## src/hdl/plir_pkg.sv

```systemverilog
// Shared types, widths and helpers for the pencil layout index remap block.
// No dependencies; every other file of the block imports this package.
package plir_pkg;

    localparam int IW    = 24;   // cell index width
    localparam int CW    = 26;   // width of derived constants and divisors
    localparam int TW    = 25;   // total cell count register width
    localparam int RW    = 13;   // width of the small count registers
    localparam int AW    = 5;    // configuration address width
    localparam int LANES = 5;    // parallel quotient lanes in the cell chain
    localparam int SUMW  = 29;   // width of the final index sum

    typedef logic [CW-1:0] cval_t;

    typedef enum logic [2:0] {
        MODE_Z_TO   = 3'd0,
        MODE_Z_BACK = 3'd1,
        MODE_X_TO   = 3'd2,
        MODE_X_BACK = 3'd3,
        MODE_Y_TO   = 3'd4,
        MODE_Y_BACK = 3'd5
    } mode_t;

    // Quantities derived from the configuration registers.
    typedef struct packed {
        cval_t cpr;   // cells per rank
        cval_t mpr;   // pencils per rank
        cval_t cps;   // cells per stack
        cval_t c2;    // cells per stack over pencil length
        cval_t kq;    // cells per stack over cells per rank
        cval_t rb;    // ranks over stacked count
        cval_t rpt;   // ranks per tower
        cval_t sc;    // stacked count times cells per rank
        cval_t lm;    // pencil length times pencils per rank
        cval_t lsx;   // pencil length times stacked count
        cval_t lsm;   // lsx times pencils per rank
        cval_t lc2;   // pencil length times c2
        cval_t kc;    // kq times cells per rank
        cval_t rm;    // ranks per tower times pencils per rank
        cval_t lrm;   // pencil length times rm
        cval_t rc;    // ranks per tower times cells per rank
        cval_t rsc;   // rc times stacked count
    } derived_t;

    // Control bundle from the configuration unit to the datapath.
    typedef struct packed {
        logic [2:0]                 mode;
        logic [TW-1:0]              total;
        cval_t                      plen;
        cval_t                      stack;
        derived_t                   d;
        logic [LANES-1:0][CW-1:0]   div;
        logic                       stat_bad;
    } plir_ctl_t;

    // One item as it moves along the divider chain.
    typedef struct packed {
        logic [IW-1:0]              idx;
        logic [LANES-1:0][CW-1:0]   rem;
        logic [LANES-1:0][IW-1:0]   quo;
        logic                       bad;
    } plir_stage_t;

    // Product that clamps to all ones once it no longer fits.
    function automatic cval_t sat_mul(input cval_t a, input cval_t b);
        logic [2*CW-1:0] p;
        begin
            p = a * b;
            sat_mul = (|p[2*CW-1:CW]) ? '1 : p[CW-1:0];
        end
    endfunction

endpackage

```

## src/hdl/plir_cfg.sv

```systemverilog
// Configuration registers and the sequencer that derives the divisors and
// scale factors from them with one shared divider and multiplier. Uses plir_pkg.
module plir_cfg
    import plir_pkg::*;
(
    input  logic          clk,
    input  logic          rst_n,
    input  logic          psel,
    input  logic          penable,
    input  logic          pwrite,
    input  logic [AW-1:0] paddr,
    input  logic [31:0]   pwdata,
    output logic [31:0]   prdata,
    output logic          busy,
    output plir_ctl_t     ctl
);

    typedef enum logic [2:0] {
        RG_MODE  = 3'd0,
        RG_TOTAL = 3'd1,
        RG_RANKS = 3'd2,
        RG_PLEN  = 3'd3,
        RG_STACK = 3'd4,
        RG_GX    = 3'd5
    } reg_idx_t;

    typedef enum logic [4:0] {
        OP_CPR, OP_MPR, OP_CPS, OP_C2, OP_KQ, OP_RB, OP_RPT,
        OP_SC, OP_LM, OP_LSX, OP_LSM, OP_LC2, OP_KC, OP_RM, OP_LRM, OP_RC, OP_RSC
    } op_t;

    typedef enum logic [2:0] {
        ST_IDLE = 3'b001,
        ST_LOAD = 3'b010,
        ST_DIV  = 3'b100
    } state_t;

    logic [2:0]    mode_reg;
    logic [TW-1:0] total_reg;
    logic [RW-1:0] ranks_reg, plen_reg, stack_reg, gx_reg;

    state_t   state_reg, state_next;
    op_t      op_reg, op_next;
    derived_t der_reg;
    cval_t    rem_reg, rem_next, quo_reg, quo_next, den_reg;
    logic [4:0] cnt_reg;

    logic  wr;
    cval_t opa, opb, wr_val;
    logic  is_div, wr_en, div_done;
    logic [CW:0] sh, diff;

    assign wr = psel && penable && pwrite;

    always_ff @(posedge clk or negedge rst_n)
    begin
        if (!rst_n)
        begin
            mode_reg  <= 3'd0;
            total_reg <= TW'(1);
            ranks_reg <= RW'(1);
            plen_reg  <= RW'(1);
            stack_reg <= RW'(1);
            gx_reg    <= RW'(1);
        end
        else if (wr)
        begin
            case (paddr[AW-1:2])
                RG_MODE:  mode_reg  <= pwdata[2:0];
                RG_TOTAL: total_reg <= pwdata[TW-1:0];
                RG_RANKS: ranks_reg <= pwdata[RW-1:0];
                RG_PLEN:  plen_reg  <= pwdata[RW-1:0];
                RG_STACK: stack_reg <= pwdata[RW-1:0];
                RG_GX:    gx_reg    <= pwdata[RW-1:0];
                default:  ;
            endcase
        end
    end

    always_comb
    begin
        case (paddr[AW-1:2])
            RG_MODE:  prdata = 32'(mode_reg);
            RG_TOTAL: prdata = 32'(total_reg);
            RG_RANKS: prdata = 32'(ranks_reg);
            RG_PLEN:  prdata = 32'(plen_reg);
            RG_STACK: prdata = 32'(stack_reg);
            RG_GX:    prdata = 32'(gx_reg);
            default:  prdata = 32'd0;
        endcase
    end

    // Operands of each derivation step.
    always_comb
    begin
        case (op_reg)
            OP_CPR:  begin opa = CW'(total_reg);  opb = CW'(ranks_reg); end
            OP_MPR:  begin opa = der_reg.cpr;     opb = CW'(plen_reg);  end
            OP_CPS:  begin opa = CW'(total_reg);  opb = CW'(stack_reg); end
            OP_C2:   begin opa = der_reg.cps;     opb = CW'(plen_reg);  end
            OP_KQ:   begin opa = der_reg.cps;     opb = der_reg.cpr;    end
            OP_RB:   begin opa = CW'(ranks_reg);  opb = CW'(stack_reg); end
            OP_RPT:  begin opa = der_reg.rb;      opb = CW'(gx_reg);    end
            OP_SC:   begin opa = CW'(stack_reg);  opb = der_reg.cpr;    end
            OP_LM:   begin opa = CW'(plen_reg);   opb = der_reg.mpr;    end
            OP_LSX:  begin opa = CW'(plen_reg);   opb = CW'(stack_reg); end
            OP_LSM:  begin opa = der_reg.lsx;     opb = der_reg.mpr;    end
            OP_LC2:  begin opa = CW'(plen_reg);   opb = der_reg.c2;     end
            OP_KC:   begin opa = der_reg.kq;      opb = der_reg.cpr;    end
            OP_RM:   begin opa = der_reg.rpt;     opb = der_reg.mpr;    end
            OP_LRM:  begin opa = CW'(plen_reg);   opb = der_reg.rm;     end
            OP_RC:   begin opa = der_reg.rpt;     opb = der_reg.cpr;    end
            OP_RSC:  begin opa = der_reg.rc;      opb = CW'(stack_reg); end
            default: begin opa = '0;              opb = '0;             end
        endcase
    end

    assign is_div   = (op_reg <= OP_RPT);
    assign sh       = {rem_reg, quo_reg[CW-1]};
    assign diff     = sh - {1'b0, den_reg};
    assign rem_next = (sh >= {1'b0, den_reg}) ? diff[CW-1:0] : sh[CW-1:0];
    assign quo_next = {quo_reg[CW-2:0], (sh >= {1'b0, den_reg})};
    assign div_done = (state_reg == ST_DIV) && (cnt_reg == 5'(CW-1));
    assign wr_en    = ((state_reg == ST_LOAD) && !is_div) || div_done;
    assign wr_val   = (state_reg == ST_LOAD) ? sat_mul(opa, opb)
                    : ((den_reg == '0) ? '0 : quo_next);
    assign op_next  = op_t'(op_reg + 5'd1);

    always_comb
    begin
        state_next = state_reg;
        case (state_reg)
            ST_IDLE: state_next = ST_IDLE;
            ST_LOAD:
            begin
                if (is_div)
                    state_next = ST_DIV;
                else if (op_reg == OP_RSC)
                    state_next = ST_IDLE;
            end
            ST_DIV:
            begin
                if (div_done)
                    state_next = ST_LOAD;
            end
            default: state_next = ST_IDLE;
        endcase
        if (wr)
            state_next = ST_LOAD;
    end

    always_ff @(posedge clk or negedge rst_n)
    begin
        if (!rst_n)
        begin
            state_reg <= ST_LOAD;
            op_reg    <= OP_CPR;
            cnt_reg   <= 5'd0;
        end
        else
        begin
            state_reg <= state_next;
            if (wr)
                op_reg <= OP_CPR;
            else if (wr_en && (op_reg != OP_RSC))
                op_reg <= op_next;
            if (state_reg == ST_DIV)
                cnt_reg <= cnt_reg + 5'd1;
            else
                cnt_reg <= 5'd0;
        end
    end

    always_ff @(posedge clk)
    begin
        if (state_reg == ST_LOAD)
        begin
            rem_reg <= '0;
            quo_reg <= opa;
            den_reg <= opb;
        end
        else
        begin
            rem_reg <= rem_next;
            quo_reg <= quo_next;
        end
        if (wr_en)
        begin
            case (op_reg)
                OP_CPR:  der_reg.cpr <= wr_val;
                OP_MPR:  der_reg.mpr <= wr_val;
                OP_CPS:  der_reg.cps <= wr_val;
                OP_C2:   der_reg.c2  <= wr_val;
                OP_KQ:   der_reg.kq  <= wr_val;
                OP_RB:   der_reg.rb  <= wr_val;
                OP_RPT:  der_reg.rpt <= wr_val;
                OP_SC:   der_reg.sc  <= wr_val;
                OP_LM:   der_reg.lm  <= wr_val;
                OP_LSX:  der_reg.lsx <= wr_val;
                OP_LSM:  der_reg.lsm <= wr_val;
                OP_LC2:  der_reg.lc2 <= wr_val;
                OP_KC:   der_reg.kc  <= wr_val;
                OP_RM:   der_reg.rm  <= wr_val;
                OP_LRM:  der_reg.lrm <= wr_val;
                OP_RC:   der_reg.rc  <= wr_val;
                OP_RSC:  der_reg.rsc <= wr_val;
                default: ;
            endcase
        end
    end

    assign busy = (state_reg != ST_IDLE);

    // Lane divisors and the error conditions that follow from the setup alone.
    always_comb
    begin
        logic zero_base;
        logic one_div;
        ctl.mode     = mode_reg;
        ctl.total    = total_reg;
        ctl.plen     = CW'(plen_reg);
        ctl.stack    = CW'(stack_reg);
        ctl.d        = der_reg;
        one_div      = 1'b1;
        zero_base    = (ranks_reg == '0) || (plen_reg == '0) || (stack_reg == '0);
        ctl.div[0]   = CW'(plen_reg);
        ctl.div[1]   = CW'(one_div);
        ctl.div[2]   = CW'(one_div);
        ctl.div[3]   = CW'(one_div);
        ctl.div[4]   = CW'(one_div);
        ctl.stat_bad = 1'b1;
        case (mode_reg)
            MODE_Z_TO:
            begin
                ctl.div[1] = der_reg.cpr;
                ctl.div[2] = der_reg.lm;
                ctl.div[3] = der_reg.sc;
                ctl.stat_bad = zero_base || (der_reg.mpr == '0);
            end
            MODE_Z_BACK:
            begin
                ctl.div[1] = der_reg.sc;
                ctl.div[2] = der_reg.lsx;
                ctl.div[3] = der_reg.lsm;
                ctl.stat_bad = zero_base || (der_reg.mpr == '0);
            end
            MODE_X_TO:
            begin
                ctl.div[1] = der_reg.lc2;
                ctl.div[2] = der_reg.cps;
                ctl.stat_bad = zero_base || (der_reg.c2 == '0);
            end
            MODE_X_BACK:
            begin
                ctl.div[1] = der_reg.lsx;
                ctl.div[2] = der_reg.sc;
                ctl.div[3] = der_reg.lsm;
                ctl.stat_bad = zero_base || (der_reg.mpr == '0);
            end
            MODE_Y_TO:
            begin
                ctl.div[1] = der_reg.lrm;
                ctl.div[2] = der_reg.rsc;
                ctl.div[3] = der_reg.rc;
                ctl.stat_bad = zero_base || (der_reg.mpr == '0) || (gx_reg == '0)
                            || (der_reg.rpt == '0);
            end
            MODE_Y_BACK:
            begin
                ctl.div[1] = der_reg.lsx;
                ctl.div[2] = der_reg.sc;
                ctl.div[3] = der_reg.rsc;
                ctl.div[4] = der_reg.lsm;
                ctl.stat_bad = zero_base || (der_reg.mpr == '0) || (gx_reg == '0)
                            || (der_reg.rpt == '0);
            end
            default: ctl.stat_bad = 1'b1;
        endcase
    end

endmodule

```

## config.mk

```make
export PLATFORM = sky130hd
export DESIGN_NAME = plir_cfg
export DESIGN_NICKNAME = d
export VERILOG_FILES = /design/src/hdl/plir_pkg.sv /design/src/hdl/plir_cfg.sv
export SDC_FILE = /design/constraint.sdc
export NUM_CORES = 2
export LEC_CHECK = 0
export BUFFER_PORTS_ARGS = -buffer_cell sky130_fd_sc_hd__buf_2
export CAP_MARGIN = 15
export CELL_PAD_IN_SITES_DETAIL_PLACEMENT = 1
export CELL_PAD_IN_SITES_GLOBAL_PLACEMENT = 1
export CORE_MARGIN = 2
export CORE_UTILIZATION = 42
export DETAILED_ROUTE_END_ITERATION = 8
export GPL_TIMING_DRIVEN = 0
export PLACE_DENSITY = 0.8
export SLEW_MARGIN = 20
export SYNTH_ARGS = -nofsm -noshare
export SYNTH_HDL_FRONTEND = slang
export SYNTH_SLANG_ARGS = --single-unit
```

## constraint.sdc

```tcl
create_clock -name clk -period 11 [get_ports clk]
set_clock_uncertainty 0.2 [all_clocks]
set_input_delay 0.55 -clock clk [delete_from_list [all_inputs] [get_ports clk]]
set_output_delay 0.55 -clock clk [all_outputs]
set_load 0.02 [all_outputs]
```

==> metrics.md <==
| Metric | Value |
|---|---|
| Min cycle time layout | 11.09 ns |
| Final Slew Violations | 0 |
| Multiplexer share of the synthesized area | 2.94% |
| Clock-pin slew on the worst setup and hold paths | 0.07 ns |
| Die ar. | 119000 µm² |
| Crit path from | op_reg[1] |
| Critical Path RT | 11.32 ns |
| CTS Sinks | 613 |
| Vias in the first global route | 46875 |
| Fin cells | 7186 |
| Slew @ Worst Pin | 1.20 ns |
| Worst hold slack | 0.0374 ns |
| Worst-skew pair later-pin latency | 0.69 ns |
| Max-cap violation count | 0 |
| Critical path endpoint | ctl[340] |
| Synth Flop Type | edfxtp_1 |
| Final wirelength | 267000 µm |
| R2R Path End | ctl[340] |
| Fin. Hold Viols | 0 |
| Slowest stage delay, CP | 0.70 ns |
| Run status | finished, violations left |
| Synthesized cell area | 48800 µm² |
| Post-synthesis simple-gate area fraction | 12.2% |
| Post-synthesis compound-gate area fraction | 11.0% |
| Asr flop ratio synth | 15.2% |
| Synthesized flop and latch total | 613 |
| Worst vdd ir | 0.174 mV |
| Post-DR vias/cell | 6.31 |
| Die height | 345 µm |
| Max Freq | 90.2 MHz |
| CTS buffer count | 73 |
| PnR worst setup slack | -0.0899 ns |
| Final ANT Viol Nets | 0 |
| WP data arrival | 11.41 ns |
| Reg2Reg Depth | 35 |
| Multi-input gate area | 29500 µm² |
| Starting Density | 42.2% |
| Adder-Cell Fraction of Synth Area | 29.3% |
| Remaining DRCs | 0 |
| Final Net Count | 6441 |
| P&R area growth vs syn | 25.6% |
| Largest family of logic cells by synthesized area | adder cells |
| Relative slew margins | 20.1% |
| Fin util | 52.9% |
| Pwr dens | 201 nW/µm² |
| Routed via count | 45323 |
| Place WS | -4.36 ns |
| Startpoint types | flop |
| Chip Width | 345 µm |
| Xor/xnor cell area share of the yosys netlist | 1.20% |
| IO Port Bufs | 671 |
| R2r setup slk | -0.09 ns |
| Failing checks | negative setup slack |
| Syn_area_per_cell | 10.6 µm² |
| CP dominant cell by count | fa_1 |
| Worst R2R Start | op_reg[1] |
| Pre-antenna DRT Iters | 8 |
| DRT iter0 DRCs | 6302 |
| GPL Wtd Cong | 1.04 |
| Placed Cells | 6941 |
| Syn. warnings | 0 |
| Final HPWL DP | 209000 µm |
| Final setup vio count | 37 |
| Row cnt | 125 |
| Initial antenna violation count | 18 |
| Post-synthesis cell type count | 82 |
| H-tree lvl count | 3 |
| Share of post-route cells with drive strength above 1 | 27.0% |
| Setup Crit Path Kind | flop to flop |
| Total congestion overflow | 0 |
| Root Buffer Master | clkbuf_16 |
| Largest net degree at the start of global routing | 51 |
| Total GRT Usage | 44.1% |
| Hold WC Path Type | primary input to flop |
| Post-synth EDFFs | 468 |
| Critical Path Slowest Stage Cell | fa_2 |
| Final setup TNS | -1.29 ns |
| Sequential cell area | 17400 µm² |
| CTS tree | yes |
| Final Cycle Share | 101% |
| IO Count | 728 |
| CORE AREA | 116000 µm² |
| Post-synthesis cell count | 4617 |
| Fill cell count | 12707 |
| WL/cell | 37.1 µm |
| LEAKAGE | 25.9 nW |
| First-pass GRT wire length | 363000 µm |
| Critical Path End Type | flop |
| Max Buffers Root-to-Sink | 3 |
| Max reg flops | 442 |
| Register area share after synthesis | 35.7% |
| Crit-path max FO | 10 |
layout make-up:
class                      count  share of cell area [%]
tap                         1524                    3.11
timing repair buffer         893                    9.26
sequential                   613                    28.5
multi-input combinational   3147                    48.2
buffer                       286                    3.34
antenna                        2                 0.00817
inverter                     586                    3.62
clock inverter                48                   0.896
clock buffer                  87                    3.08
placed cells by master (no fill, tap or decap), types with 18 or more instances in the layout:
master / synthesis / layout
buf_2: 3 / 686
nand2_1: 687 / 675
inv_1: 580 / 570
fa_1: 575 / 565
edfxtp_1: 468 / 468
nor2_1: 339 / 330
a22oi_1: 250 / 242
buf_4: 62 / 208
ha_1: 224 / 207
a21oi_1: 116 / 113
mux2_2: 95 / 95
clkbuf_1: 223 / 93
dfrtp_1: 87 / 82
nand3_1: 86 / 76
clkbuf_16: 0 / 75
o21ai_0: 69 / 65
and2_1: 64 / 64
dfxtp_1: 52 / 52
conb_1: 1 / 46
buf_6: 5 / 41
xnor2_1: 36 / 36
nor4_1: 40 / 35
a21o_1: 34 / 33
mux2i_1: 34 / 33
clkbuf_2: 0 / 32
buf_12: 0 / 32
xor2_1: 31 / 31
a41oi_4: 0 / 26
a22o_1: 24 / 24
clkbuf_4: 0 / 24
clkbuf_8: 0 / 23
nor3_1: 47 / 22
dlygate4sd3_1: 4 / 22
nand4_1: 21 / 21
a222oi_1: 19 / 19
nor2b_1: 21 / 18
nand2b_1: 20 / 18
worst min path at each step:
stage / startpoint / end / cells past startpoint
detailed placement: quo_reg[23] / quo_reg[24] / 2
global placement: quo_reg[22] / quo_reg[23] / 2
global route: pwdata[1] / ranks_reg[1] / 2
floorplan: rst_n / cnt_reg[0] / 0
finish: pwdata[6] / ranks_reg[6] / 2
CTS: pwdata[1] / ranks_reg[1] / 2
critical path, delay by kind of cell, from the launching register on:
family	cells	cell delay [ns]
flip-flops	1	0.49
XOR/XNOR	1	0.30
AND/OR/NAND/NOR	9	1.95
adder cells (fa/ha/maj)	10	4.35
AO/OA/AOI/OAI	7	2.23
buffers and inverters	8	1.37
cell families (layout without fill, tap and decap cells):
kind of cell,Yosys count,count (layout)
XOR/XNOR,67,67
other,1,48
AND/OR/NAND/NOR,1381,1381
multiplexers,130,130
AO/OA/AOI/OAI,724,724
flip-flops,613,613
adder cells (fa/ha/maj),799,799
buffers and inverters,902,1900
per-layer routing:
layer  up-vias  part of all wire [%]  global-route usage, %
met5         -                 0.047                      0
met4        18                    11                   36.9
li1      17533                     -                      -
met2      3583                    43                   66.5
met3      1140                    12                   13.1
met1     23049                    34                   52.1
power breakdown:
group          total (W)  internal [W]  switching, W
registers        0.00316       0.00288      0.000288
clock network    0.00256       0.00140       0.00116
logic            0.00659       0.00225       0.00433
total             0.0123       0.00653       0.00578
cells in the mapped netlist, drive strengths merged (17+ instances only):
cell type	instances	area (µm²)
nor2	339	1270
xnor2	36	315
and3	19	119
clkbuf	223	837
dfxtp	52	1040
dfrtp	87	2180
inv	580	2180
and2	65	409
a211o	21	184
o21ai	74	382
a222oi	19	190
xor2	31	272
a221o	23	230
nor2b	22	145
nand2	687	2580
nand3	86	430
mux2	95	1070
a41oi	28	395
nor4	40	250
o22ai	17	106
nand4	21	131
buf	89	608
nor3	47	235
a21oi	117	589
a211oi	25	188
nand2b	20	125
ha	224	2800
fa	575	11500
a22o	24	210
a22oi	250	1880
a221oi	22	199
a21o	34	255
edfxtp	468	14100
mux2i	34	340
through the flow:
stage | total power (W) | instance area, µm²
final | 0.0123 | 61300
after floorplan | 0.00638 | 49000
after CTS | 0.0118 | 60400
after global placement | 0.00853 | 54200
after global routing | 0.0127 | 61300
after detailed placement | 0.00879 | 55700
what timing repair did:
item / CTS / global route
setup endpoints to repair: 442 / 442
endpoints found under the hold margin: 76 / 0
gates cloned: 0 / 1
setup buffers: 69 / 50
hold buffers: 18 / 0
gates resized for setup: 385 / 175
pin swaps: 47 / 52
Power figures use the tool's default switching activity.
