==> src/hdl/plir_pkg.sv <==
// Shared types, widths and helpers for the pencil layout index remap block.
// No dependencies; every other file of the block imports this package.
package plir_pkg;

    localparam int IW    = 24;   // cell index width
    localparam int CW    = 26;   // width of derived constants and divisors
    localparam int TW    = 25;   // total cell count register width
    localparam int RW    = 13;   // width of the small count registers
    localparam int AW    = 5;    // configuration address width
    localparam int LANES = 5;    // parallel quotient lanes in the cell chain
    localparam int SUMW  = 29;   // width of the final index sum

    typedef logic [CW-1:0] cval_t;

    typedef enum logic [2:0] {
        MODE_Z_TO   = 3'd0,
        MODE_Z_BACK = 3'd1,
        MODE_X_TO   = 3'd2,
        MODE_X_BACK = 3'd3,
        MODE_Y_TO   = 3'd4,
        MODE_Y_BACK = 3'd5
    } mode_t;

    // Quantities derived from the configuration registers.
    typedef struct packed {
        cval_t cpr;   // cells per rank
        cval_t mpr;   // pencils per rank
        cval_t cps;   // cells per stack
        cval_t c2;    // cells per stack over pencil length
        cval_t kq;    // cells per stack over cells per rank
        cval_t rb;    // ranks over stacked count
        cval_t rpt;   // ranks per tower
        cval_t sc;    // stacked count times cells per rank
        cval_t lm;    // pencil length times pencils per rank
        cval_t lsx;   // pencil length times stacked count
        cval_t lsm;   // lsx times pencils per rank
        cval_t lc2;   // pencil length times c2
        cval_t kc;    // kq times cells per rank
        cval_t rm;    // ranks per tower times pencils per rank
        cval_t lrm;   // pencil length times rm
        cval_t rc;    // ranks per tower times cells per rank
        cval_t rsc;   // rc times stacked count
    } derived_t;

    // Control bundle from the configuration unit to the datapath.
    typedef struct packed {
        logic [2:0]                 mode;
        logic [TW-1:0]              total;
        cval_t                      plen;
        cval_t                      stack;
        derived_t                   d;
        logic [LANES-1:0][CW-1:0]   div;
        logic                       stat_bad;
    } plir_ctl_t;

    // One item as it moves along the divider chain.
    typedef struct packed {
        logic [IW-1:0]              idx;
        logic [LANES-1:0][CW-1:0]   rem;
        logic [LANES-1:0][IW-1:0]   quo;
        logic                       bad;
    } plir_stage_t;

    // Product that clamps to all ones once it no longer fits.
    function automatic cval_t sat_mul(input cval_t a, input cval_t b);
        logic [2*CW-1:0] p;
        begin
            p = a * b;
            sat_mul = (|p[2*CW-1:CW]) ? '1 : p[CW-1:0];
        end
    endfunction

endpackage

==> src/hdl/plir_cell.sv <==
// One cell of the divider chain: resolves one quotient bit in every lane.
// Depends on plir_pkg.
module plir_cell
    import plir_pkg::*;
#(
    parameter int BIT = 0,
    parameter int VW  = 32
)
(
    input  logic                     clk,
    input  logic                     rst_n,
    input  logic                     en,
    input  logic                     in_valid,
    input  plir_stage_t              in_st,
    input  logic [VW-1:0]            in_val,
    input  logic [LANES-1:0][CW-1:0] div,
    output logic                     out_valid,
    output plir_stage_t              out_st,
    output logic [VW-1:0]            out_val
);

    logic        valid_reg;
    plir_stage_t st_reg;
    plir_stage_t st_next;
    logic [VW-1:0] val_reg;

    always_comb
    begin
        logic [CW:0] sh;
        logic [CW:0] diff;
        logic        ge;
        st_next = in_st;
        for (int k = 0; k < LANES; k++)
        begin
            sh   = {in_st.rem[k], in_st.idx[IW-1-BIT]};
            diff = sh - {1'b0, div[k]};
            ge   = (sh >= {1'b0, div[k]});
            st_next.rem[k] = ge ? diff[CW-1:0] : sh[CW-1:0];
            st_next.quo[k] = {in_st.quo[k][IW-2:0], ge};
        end
    end

    always_ff @(posedge clk or negedge rst_n)
    begin
        if (!rst_n)
        begin
            valid_reg <= 1'b0;
        end
        else if (en)
        begin
            valid_reg <= in_valid;
        end
    end

    always_ff @(posedge clk)
    begin
        if (en)
        begin
            st_reg  <= st_next;
            val_reg <= in_val;
        end
    end

    assign out_valid = valid_reg;
    assign out_st    = st_reg;
    assign out_val   = val_reg;

endmodule

==> config.mk <==
export PLATFORM = sky130hd
export DESIGN_NAME = plir_cell
export DESIGN_NICKNAME = d
export VERILOG_FILES = /design/src/hdl/plir_pkg.sv /design/src/hdl/plir_cell.sv
export SDC_FILE = /design/constraint.sdc
export NUM_CORES = 1
export LEC_CHECK = 0
export BUFFER_PORTS_ARGS = -buffer_cell sky130_fd_sc_hd__buf_2
export CAP_MARGIN = 10
export CORE_AREA = 2 2 290 292
export DETAILED_ROUTE_END_ITERATION = 12
export DIE_AREA = 0 0 292 294
export PLACE_DENSITY_LB_ADDON = 0.15
export SLEW_MARGIN = 10
export SYNTH_ARGS = -nofsm -noshare
export SYNTH_HDL_FRONTEND = slang
export SYNTH_SLANG_ARGS = --single-unit
==> constraint.sdc <==
create_clock -name clk -period 0.9 [get_ports clk]
set_clock_uncertainty 0.15 [all_clocks]
set_input_delay 0.09 -clock clk [delete_from_list [all_inputs] [get_ports clk]]
set_output_delay 0.09 -clock clk [all_outputs]
set_load 0.005 [all_outputs]
==> run metrics, run 1 <==
Final setup viols between 400 and 500; drt drc 0; TritonCTS clock tree yes; DR vias 18300; hold crit path type in2reg; Worst setup EP type register; Comb power frac 0.330; Syn Nets between 2000 and 2500; final worst setup slack -1.68 ns; Tightest Pin Transition ~0.5 ns; post-route setup TNS -314.17 ns; synthesized flop and latch total 308; Cell Int Power 36.1 mW; Mapped Cells around 1600; Worst R2R Path Depth 1; RSZ-0062 raised after global routing true; antenna violations before repair 31; Critical Path End out_st[171]; Sequential Power Share 0.362; Die Wd 292 um; crit share post-route 2.87; CTS root buf clkbuf_16; register clock-pin slew on the reported worst setup and hold paths 0.06 ns; final WL 78100 um; Post-layout nets 3724; hold_ws -0.250 ns; dpl cells 3809; cell area after layout 0.0332 sq mm; sequential share of the synthesized area 0.526; Bufs on Longest Clock Path 3; worst reg2reg path startpoint out_valid; DIE AREA 0.0858 sq mm; clock tree sinks between 300 and 400; core box area 0.0829 sq mm; Final Critical Period between 2 and 3 ns; number of CTS-inserted buffers 41; max-slew violation count 0; Top Ports approximately 750; FILL cells 8166; area grow syn2layout 88.8%; Detailed Routing Iterations Pass 1 5; DR WL/cell 18.3 um; Fmax 387 MHz; Starting Density 0.212; layout cell share with drive strength beyond 1 0.523; r2r endpoint out_valid; syn_area_per_cell between 10 and 15 sq um; switching power around 15 mW; Netlist Area Pre-Place 0.0176 sq mm; HPWL Detailed 61700 um; DR vias/cell 4.29; wire length of the first global-routing pass about 110000 um; final core occ 0.400; commonest non-fill, non-tap cells in the layout buf_2, buf_4, edfxtp_1; latest clock arrival within the worst-skew pair 0.55 ns; commonest non-fill, non-tap cell in the layout buf_2; async set or reset register ratio after synthesis 0.00325; Net Sw Frac 0.289; LEAKAGE 15.2 nW; peak supply drop 0.978 mV; gr ovfl total 0; Synth Warn # 0; PwrDens 1530 mW/mm^2; WP data required 1.05 ns; largest net degree at the start of global routing 30; port buffer count 743; All-Layer GR Usage 0.172; number of flops mapped to enable cells by yosys 307; via count of the first global-routing pass just under 20000; GPL Wtd Cong around 0.85; failing checks negative hold slack, negative setup slack; crit path max fanout 5; WP data arrival 2.73 ns; ys flop type edfxtp_1; Max Cap Viol 0; Setup crit start in_st[274]; initial DRC count 566; H-tree levels 2; Die Height between 200 and 300 um; Distinct cells, synth 76; max_slew headroom 0.664; Placed Instance Area 0.0271 sq mm; status complete, but fails checks; r2r setup slk -0.01 ns; Final Hold Viols 94; Non-Filler Instances about 4300; Antenna Violating Nets Remaining 0; type of element launching the critical path input pin; Core Rows 106; Crit Path Category in2reg; Clock Power Share 0.308
[routing by layer]
layer,GRT usage,up-vias,wire length (um),part of all wire
met4,0.0568,36,2060,0.026
met3,0.0466,130,5050,0.065
met1,0.190,8679,30500,0.39
li1,-,8919,-,-
met5,0,-,259,0.0033
met2,0.316,521,40200,0.52
[worst max-delay path, stage by stage]
cell	delay [ns]
buf_8	0.10
clkinvlp_4	0.07
buf_12	0.12
buf_6	0.10
ha_4	0.12
inv_2	0.03
fa_2	0.34
a21oi_2	0.20
o21ai_2	0.08
o211ai_1	0.26
a311oi_2	0.17
buf_4	0.17
a31o_4	0.23
a221oi_4	0.29
xnor2_1	0.09
mux2_4	0.25
[power groups by stage]
stage | registers [mW] | clock network (mW) | logic [mW]
2_1_floorplan | 18.8 | 0 | 6.12
3_5_place_dp | 18.6 | 0 | 13.8
5_1_grt | 18.5 | 16.8 | 18.2
4_1_cts | 18.4 | 16.3 | 16.2
3_3_place_gp | 18.7 | 0 | 13.8
6_report | 18.4 | 15.7 | 16.8
[logic make-up after synthesis]
group	count (synthesis)	share of synthesized area
mux	62	0.0395
fa+ha+maj	135	0.0982
xor+xnor	109	0.0543
simple gates	328	0.0879
buf+inv	196	0.0441
compound gates	417	0.150
flops	308	0.526
[cell type report]
cell class	count	area, sq um	share of cell area
Sequential cell	308	9240	0.278
Multi-Input combinational cell	1051	9180	0.276
Clock inverter	23	186	0.00562
Inverter	161	653	0.0197
Timing Repair Buffer	1585	11500	0.346
Tap cell	1080	1350	0.0407
Clock buffer	48	1060	0.0320
Antenna cell	9	22.5	0.000678
[worst min-delay path by stage]
stage / from / endpoint / slack (ns) / cells after the start
after global placement: rst_n / out_valid / -0.29 / 1
after floorplan: rst_n / out_valid / -0.36 / 0
after CTS: in_st[220] / out_st[221] / -0.34 / 2
final: in_st[155] / out_st[156] / -0.25 / 2
after detailed placement: rst_n / out_valid / -0.28 / 1
after global routing: in_st[155] / out_st[156] / -0.28 / 2
[per-stage QoR]
step	setup WS (ns)	hold slack (ns)	power [mW]
after floorplan	-1.95	-0.356	24.9
after global placement	-2.49	-0.285	32.4
after detailed placement	-2.52	-0.281	32.4
after CTS	-1.68	-0.336	50.9
after global routing	-1.76	-0.281	53.5
final	-1.68	-0.250	50.8
[registers in the layout (all words and copies together) (netlist names)]
name and flops:
out_val 32, out_st 275, out_valid 1
[cell usage after synthesis, drive strengths merged (11+ instances only)]
cell type | number | area share
a31oi | 18 | 0.0073
xor2 | 40 | 0.020
a211oi | 13 | 0.0065
inv | 161 | 0.034
and3 | 13 | 0.0046
a21o | 45 | 0.019
nand2b | 11 | 0.0039
nor3 | 12 | 0.0034
mux2 | 59 | 0.038
o21bai | 17 | 0.0073
clkbuf | 21 | 0.0046
ha | 130 | 0.093
a21oi | 164 | 0.047
nor2b | 19 | 0.0068
buf | 14 | 0.0051
o21ai | 88 | 0.025
nor2 | 109 | 0.023
nand4 | 17 | 0.0061
nand3 | 27 | 0.0077
nand2 | 88 | 0.019
xnor2 | 69 | 0.034
o21a | 14 | 0.0060
edfxtp | 307 | 0.52
[repair_timing]
| action | 4_1_cts | 5_1_grt |
|---|---|---|
| endpoints found under the hold margin | 495 | 146 |
| hold buffers | 279 | 4 |
| pin swaps | 79 | 83 |
| resized for setup | 154 | 135 |
| setup buffers | 60 | 35 |
| setup endpoints to repair | 444 | 445 |
| cloned | 6 | 6 |
Power figures use the tool's default switching activity.
==> inputs of run 2 (changes only) <==
- SKIP_LAST_GASP: not set -> 1
==> run 2 against run 1 <==
Compared with the run above: setup slack got worse by 0.0033 ns; the run still ends with negative hold slack, negative setup slack left; non-clock buffer count is 5 lower; first-iteration DRC count is 11% higher.
==> run metrics, run 2 (synthesis gave the netlist of run 1 again) <==
Top Ports 749 (unchanged); area grow syn2layout 87.3% (was 88.8%); wire length of the first global-routing pass 114000 um (about the same); RSZ-0062 raised after global routing true (unchanged); final WL 77800 um (was 78100 um); port buffer count 743 (unchanged); antenna violations before repair 31 (unchanged); Core Rows 106 (unchanged); final core occ 0.397 (was 0.400); Clock Power Share 0.310 (was 0.308); Die Wd 292 um (unchanged); CTS root buf clkbuf_16 (unchanged); Top Usage Layer GRT met2 (unchanged); WP data required 1.06 ns (was 1.05 ns); GR Util met3 0.0466 (unchanged); All-Layer GR Usage 0.171 (was 0.172); Net Sw Frac 0.289 (about the same); met1 usage 0.190 (about the same); hold_ws -0.249 ns (was -0.250 ns); Detailed Routing Iterations Pass 1 5 (unchanged); status complete, but fails checks (unchanged); Die Height 294 um (unchanged); Final Hold Viols 98 (was 94); Buf/Inv on CP 5 (was 6); Final setup viols 445 (unchanged); type of element launching the critical path input pin (unchanged); Tightest Pin Transition 0.568 ns (was 0.499 ns); hold crit path type in2reg (unchanged); Comb power frac 0.326 (was 0.330); latest clock arrival within the worst-skew pair 0.55 ns (about the same); drt drc 0 (unchanged); gr ovfl total 0 (unchanged); max_slew headroom 0.620 (was 0.664); GPL Wtd Cong 0.853 (unchanged); PwrDens 1540 mW/mm^2 (was 1530 mW/mm^2); layout cell share with drive strength beyond 1 0.514 (was 0.523); peak supply drop 0.988 mV (was 0.978 mV); clock tree sinks 308 (unchanged); Worst setup EP type register (unchanged); worst reg2reg path startpoint out_valid (unchanged); min-delay src in_st[155] (unchanged); critical path cell sequence buf_8, clkinvlp_4, buf_12, buf_6, ha_4, inv_2, fa_2, a21oi_4, o21ai_2, o211ai_1, a311oi_2, a211oi_2, o211a_1, o41ai_2, xor2_1, mux2_4 (was buf_8, clkinvlp_4, buf_12, buf_6, ha_4, inv_2, fa_2, a21oi_2, o21ai_2, o211ai_1, a311oi_2, buf_4, a31o_4, a221oi_4, xnor2_1, mux2_4); Final Critical Period 2.59 ns (was 2.58 ns); max-slew violation count 0 (unchanged); WP data arrival 2.75 ns (was 2.73 ns); DR vias 18200 (was 18300); met2 Resource Use GR 0.315 (was 0.316); Sequential Power Share 0.364 (was 0.362); DR vias/cell 4.28 (was 4.29); Setup crit start in_st[274] (unchanged); largest stage delay on the critical path 0.36 ns (was 0.34 ns); Fmax 387 MHz (about the same); Slowest-stage cell, CP fa_2 (unchanged); commonest non-fill, non-tap cells in the layout buf_2, buf_4, edfxtp_1 (unchanged); DR WL/cell 18.3 um (about the same); core box area 0.0829 sq mm (unchanged); H-tree levels 2 (unchanged); FILL cells 8189 (was 8166); largest net degree at the start of global routing 30 (unchanged); Cell Int Power 36.0 mW (was 36.1 mW); register clock-pin slew on the reported worst setup and hold paths 0.06 ns (about the same); Largest register FFs 275 (unchanged); CP delay by family, top compound AO/OA/AOI/OAI gates (unchanged); post-route setup TNS -316.62 ns (was -314.17 ns); TritonCTS clock tree yes (unchanged); HPWL Detailed 61700 um (unchanged); final worst setup slack -1.69 ns (was -1.68 ns); worst slack, placed -2.52 ns (unchanged); Post-layout nets 3719 (was 3724); Bufs on Longest Clock Path 3 (unchanged); initial DRC count 629 (was 566); via count of the first global-routing pass 19400 (about the same); Antenna Violating Nets Remaining 0 (unchanged); crit path max fanout 5 (unchanged); switching power 14.6 mW (was 14.7 mW); failing checks negative hold slack, negative setup slack (unchanged); Crit Path Category in2reg (unchanged); PnR Total Power 50.6 mW (was 50.8 mW); crit share post-route 2.87 (about the same); Max Cap Viol 0 (unchanged); number of CTS-inserted buffers 41 (unchanged); Starting Density 0.212 (unchanged); commonest non-fill, non-tap cell in the layout buf_2 (unchanged); DIE AREA 0.0858 sq mm (unchanged); LEAKAGE 15.2 nW (about the same)
-- run 2: changes by cell type in the layout (fill, tap and decap cells not counted), moves of 2 or more --
cell	previous run	this run
buf_4	481	493
buf_6	56	44
nor2_1	85	96
nor2_4	15	4
a21oi_1	107	117
a21oi_2	50	40
buf_8	11	7
o31ai_1	4	6
o31ai_2	2	0
-- run 2: final timing paths --
kind	cells past startpoint	endpoint	slack, ns
hold reg to reg	1	out_valid	0.38
setup / recovery	16	out_st[169]	-1.69
min in group asynchronous	3	out_valid	0.21
setup reg to reg	1	out_valid	-0.01
max in group asynchronous	3	out_valid	0.29
hold / removal	2	out_st[156]	-0.25
-- run 2: timing repair --
| item | in CTS | in global routing |
|---|---|---|
| setup buffers | 60 | 30 |
| setup endpoints to repair | 444 | 445 |
| hold endpoints to repair | 495 | 145 |
| hold buffers | 279 | 3 |
| gates cloned | 6 | 5 |
| resized for setup | 136 | 91 |
| pin swaps | 77 | 65 |
-- run 2: layer usage --
metal / up-vias / wire [um]
met3: 139 / 4980
met2: 512 / 39900
met5: - / 272
met1: 8615 / 30600
met4: 38 / 2120
li1: 8905 / -
-- run 2: through the flow --
stage	area [sq um]	instances
after floorplan	18500	1555
after global placement	27100	3809
after detailed placement	27100	3809
after CTS	32300	4224
after global routing	32900	4258
final	32900	4259
-- run 2: final cells by class --
cell class,instances,area [sq um],area share
timing repair buffer,1580,11400,0.346
sequential,308,9240,0.281
multi-input combinational,1051,9020,0.274
tap,1080,1350,0.0410
clock buffer,48,1060,0.0323
inverter,161,653,0.0198
clock inverter,23,186,0.00566
antenna,8,20.0,0.000608
-- run 2: power groups by stage --
stage	Combinational (mW)	Clock, mW	Sequential (mW)
floorplan	6.12	0	18.8
global placement	13.8	0	18.7
detailed placement	13.8	0	18.6
CTS	16.1	16.3	18.4
global route	17.9	16.8	18.5
finish	16.5	15.7	18.4
==> inputs of run 3 (changes only) <==
- ABC_AREA: not set -> 1
- CORE_AREA: 2 2 290 292 -> 2 2 292 294
- DIE_AREA: 0 0 292 294 -> 0 0 294 296
==> run 3 against run 2 <==
Compared with the run above: the flow still finishes with violations (negative hold slack, negative setup slack); setup slack improved by 1.0 ns; wire length rose by 31%; synthesized cell count rose by 82%; critical endpoint is now out_st[195].
==> run metrics, run 3 <==
Crit Path Category in2reg (unchanged); async set or reset register ratio after synthesis 0.00325 (unchanged); Bufs on Longest Clock Path 3 (unchanged); drt drc 0 (unchanged); CTS root buf clkbuf_16 (unchanged); commonest non-fill, non-tap cell in the layout nand2_1 (was buf_2); status complete, but fails checks (unchanged); final core occ 0.471 (was 0.397); RSZ-0062 raised after global routing true (unchanged); Die Wd 294 um (was 292 um); wire length of the first global-routing pass 145000 um (was 114000 um); port buffer count 743 (unchanged); H-tree levels 2 (unchanged); ys flop type edfxtp_1 (unchanged); Largest register FFs 275 (unchanged); DR vias 24000 (was 18200); largest net degree at the start of global routing 30 (unchanged); Fmax 631 MHz (was 387 MHz); max_slew headroom 0.694 (was 0.620); Tightest Pin Transition 0.454 ns (was 0.568 ns); top-area cell type share of the netlist area 0.432 (was 0.524); number of CTS-inserted buffers 41 (unchanged); Antenna Violating Nets Remaining 0 (unchanged); final WL 102000 um (was 77800 um); Die Height 296 um (was 294 um); Synth Warn # 0 (unchanged); gr ovfl total 0 (unchanged); Max Cap Viol 0 (unchanged); WP data arrival 1.77 ns (was 2.75 ns); initial DRC count 924 (was 629); Netlist Area Pre-Place 0.0213 sq mm (was 0.0176 sq mm); Detailed Routing Iterations Pass 1 5 (unchanged); Worst setup EP type register (unchanged); FILL cells 8362 (was 8189); LEAKAGE 20.0 nW (was 15.2 nW); DIE AREA 0.0870 sq mm (was 0.0858 sq mm); type of element launching the critical path input pin (unchanged); clock tree sinks 308 (unchanged); antenna violations before repair 40 (was 31); WP data required 1.09 ns (was 1.06 ns); count leader, synth nand2_1 (was edfxtp_1); crit share post-route 1.76 (was 2.87); Final setup viols 443 (was 445); hold crit path type in2reg (unchanged); HPWL Detailed 81400 um (was 61700 um); commonest non-fill, non-tap cells in the layout nand2_1, buf_2, inv_1 (was buf_2, buf_4, edfxtp_1); area grow syn2layout 85.9% (was 87.3%); latest clock arrival within the worst-skew pair 0.57 ns (was 0.55 ns); Distinct cells, synth 39 (was 76); Final Hold Viols 123 (was 98); Top Ports 749 (unchanged); top area cells in the synthesized netlist edfxtp_1, nand2_1, inv_1 (was edfxtp_1, ha_1, a21oi_1); hold_ws -0.449 ns (was -0.249 ns); Yosys top cell by area edfxtp_1 (unchanged); sequential share of the synthesized area 0.433 (was 0.526); TritonCTS clock tree yes (unchanged); syn_area_per_cell 7.55 sq um (was 11.3 sq um); Post-layout nets 5034 (was 3719); layout cell share with drive strength beyond 1 0.455 (was 0.514); All-Layer GR Usage 0.222 (was 0.171); DR vias/cell 4.29 (was 4.28); Starting Density 0.253 (was 0.212); crit path max fanout 4 (was 5); failing checks negative hold slack, negative setup slack (unchanged); PnR Total Power 55.0 mW (was 50.6 mW); peak supply drop 1.14 mV (was 0.988 mV); Syn Nets 3402 (was 2131); via count of the first global-routing pass 23900 (was 19400); PwrDens 1390 mW/mm^2 (was 1540 mW/mm^2); GPL Wtd Cong 0.897 (was 0.853); final worst setup slack -0.684 ns (was -1.69 ns); Mapped Cells 2826 (was 1555); register clock-pin slew on the reported worst setup and hold paths 0.06 ns (about the same); Final Critical Period 1.58 ns (was 2.59 ns); synthesized flop and latch total 308 (unchanged); DR WL/cell 18.2 um (was 18.3 um); Synth top cells by count nand2_1, inv_1, edfxtp_1, nand3_1, nor2_1 (was edfxtp_1, a21oi_1, inv_1, ha_1, nor2_1); core box area 0.0842 sq mm (was 0.0829 sq mm); number of flops mapped to enable cells by yosys 307 (unchanged); Core Rows 107 (was 106); max-slew violation count 0 (unchanged)
[run 3: critical path: stages]
cell        delay (ns)
buf_8             0.10
clkinvlp_4        0.11
buf_6             0.13
ha_4              0.13
inv_4             0.04
fa_2              0.34
inv_2             0.08
nor2_4            0.05
nand2_2           0.08
nand3_4           0.12
buf_6             0.15
nand2_4           0.07
nand4_1           0.14
nand3_2           0.08
nand2_1           0.04
[run 3: layout make-up]
cell class                      instances  area (sq um)  area share
Antenna cell                           17          42.5     0.00107
Clock buffer                           43          1030      0.0260
Clock inverter                         32           313     0.00788
Inverter                              611          2380      0.0600
Multi-Input combinational cell       1876         13200       0.332
Sequential cell                       308          9240       0.233
Tap cell                             1090          1360      0.0344
Timing Repair Buffer                 1620         12100       0.306
[run 3: logic make-up after synthesis]
logic type,share of synthesized area
DFF,0.433
buffers and inverters,0.120
muxes,0.000527
adders and majority gates,0.0809
and+or+nand+nor,0.309
xor gates and xnor gates,0.0263
AOI/OAI and AO/OA,0.0303
[run 3: what timing repair did]
| item | in CTS | in global routing |
|---|---|---|
| setup buffers | 39 | 31 |
| hold endpoints to repair | 488 | 152 |
| gates cloned | 12 | 5 |
| gates resized for setup | 279 | 416 |
| endpoints found under the setup margin | 443 | 443 |
| pin swaps | 90 | 133 |
| hold buffers | 284 | 8 |
[run 3: power by group]
part	total, mW	switching [mW]	internal [mW]	leakage, nW
Clock	16.8	7.00	9.79	0.652
Combinational	19.9	10.1	9.82	16.3
Sequential	18.4	0.578	17.8	3.01
[run 3: layer usage]
| layer | vias to the layer above | share of wire | global-route usage |
|---|---|---|---|
| met5 | - | 0.0020 | 0 |
| met4 | 34 | 0.043 | 0.103 |
| met3 | 183 | 0.065 | 0.0591 |
| met2 | 611 | 0.50 | 0.389 |
| met1 | 11000 | 0.39 | 0.251 |
| li1 | 12200 | - | - |
[run 3: worst paths after layout]
path                       startpoint     endpoint  slack (ns)  depth (start not counted)
max                        in_st[274]  out_st[195]       -0.68                         15
min                        in_st[274]  out_st[274]       -0.45                          1
max reg2reg                 out_valid    out_valid        0.01                          1
min reg2reg                 out_valid    out_valid        0.36                          1
max in group asynchronous       rst_n    out_valid        0.26                          3
min in group asynchronous       rst_n    out_valid        0.23                          3
[run 3: stage by stage]
step	area (sq um)	std cells	setup slack [ns]	setup TNS (ns)	hold slack (ns)
5_1_grt	39700	5589	-0.758	-234.62	-0.473
3_3_place_gp	32000	5139	-1.42	-227.90	-0.284
6_report	39700	5597	-0.684	-211.18	-0.449
3_5_place_dp	32000	5139	-1.42	-229.61	-0.282
2_1_floorplan	23100	2826	-1.02	-111.00	-0.356
4_1_cts	38000	5549	-0.690	-223.95	-0.485
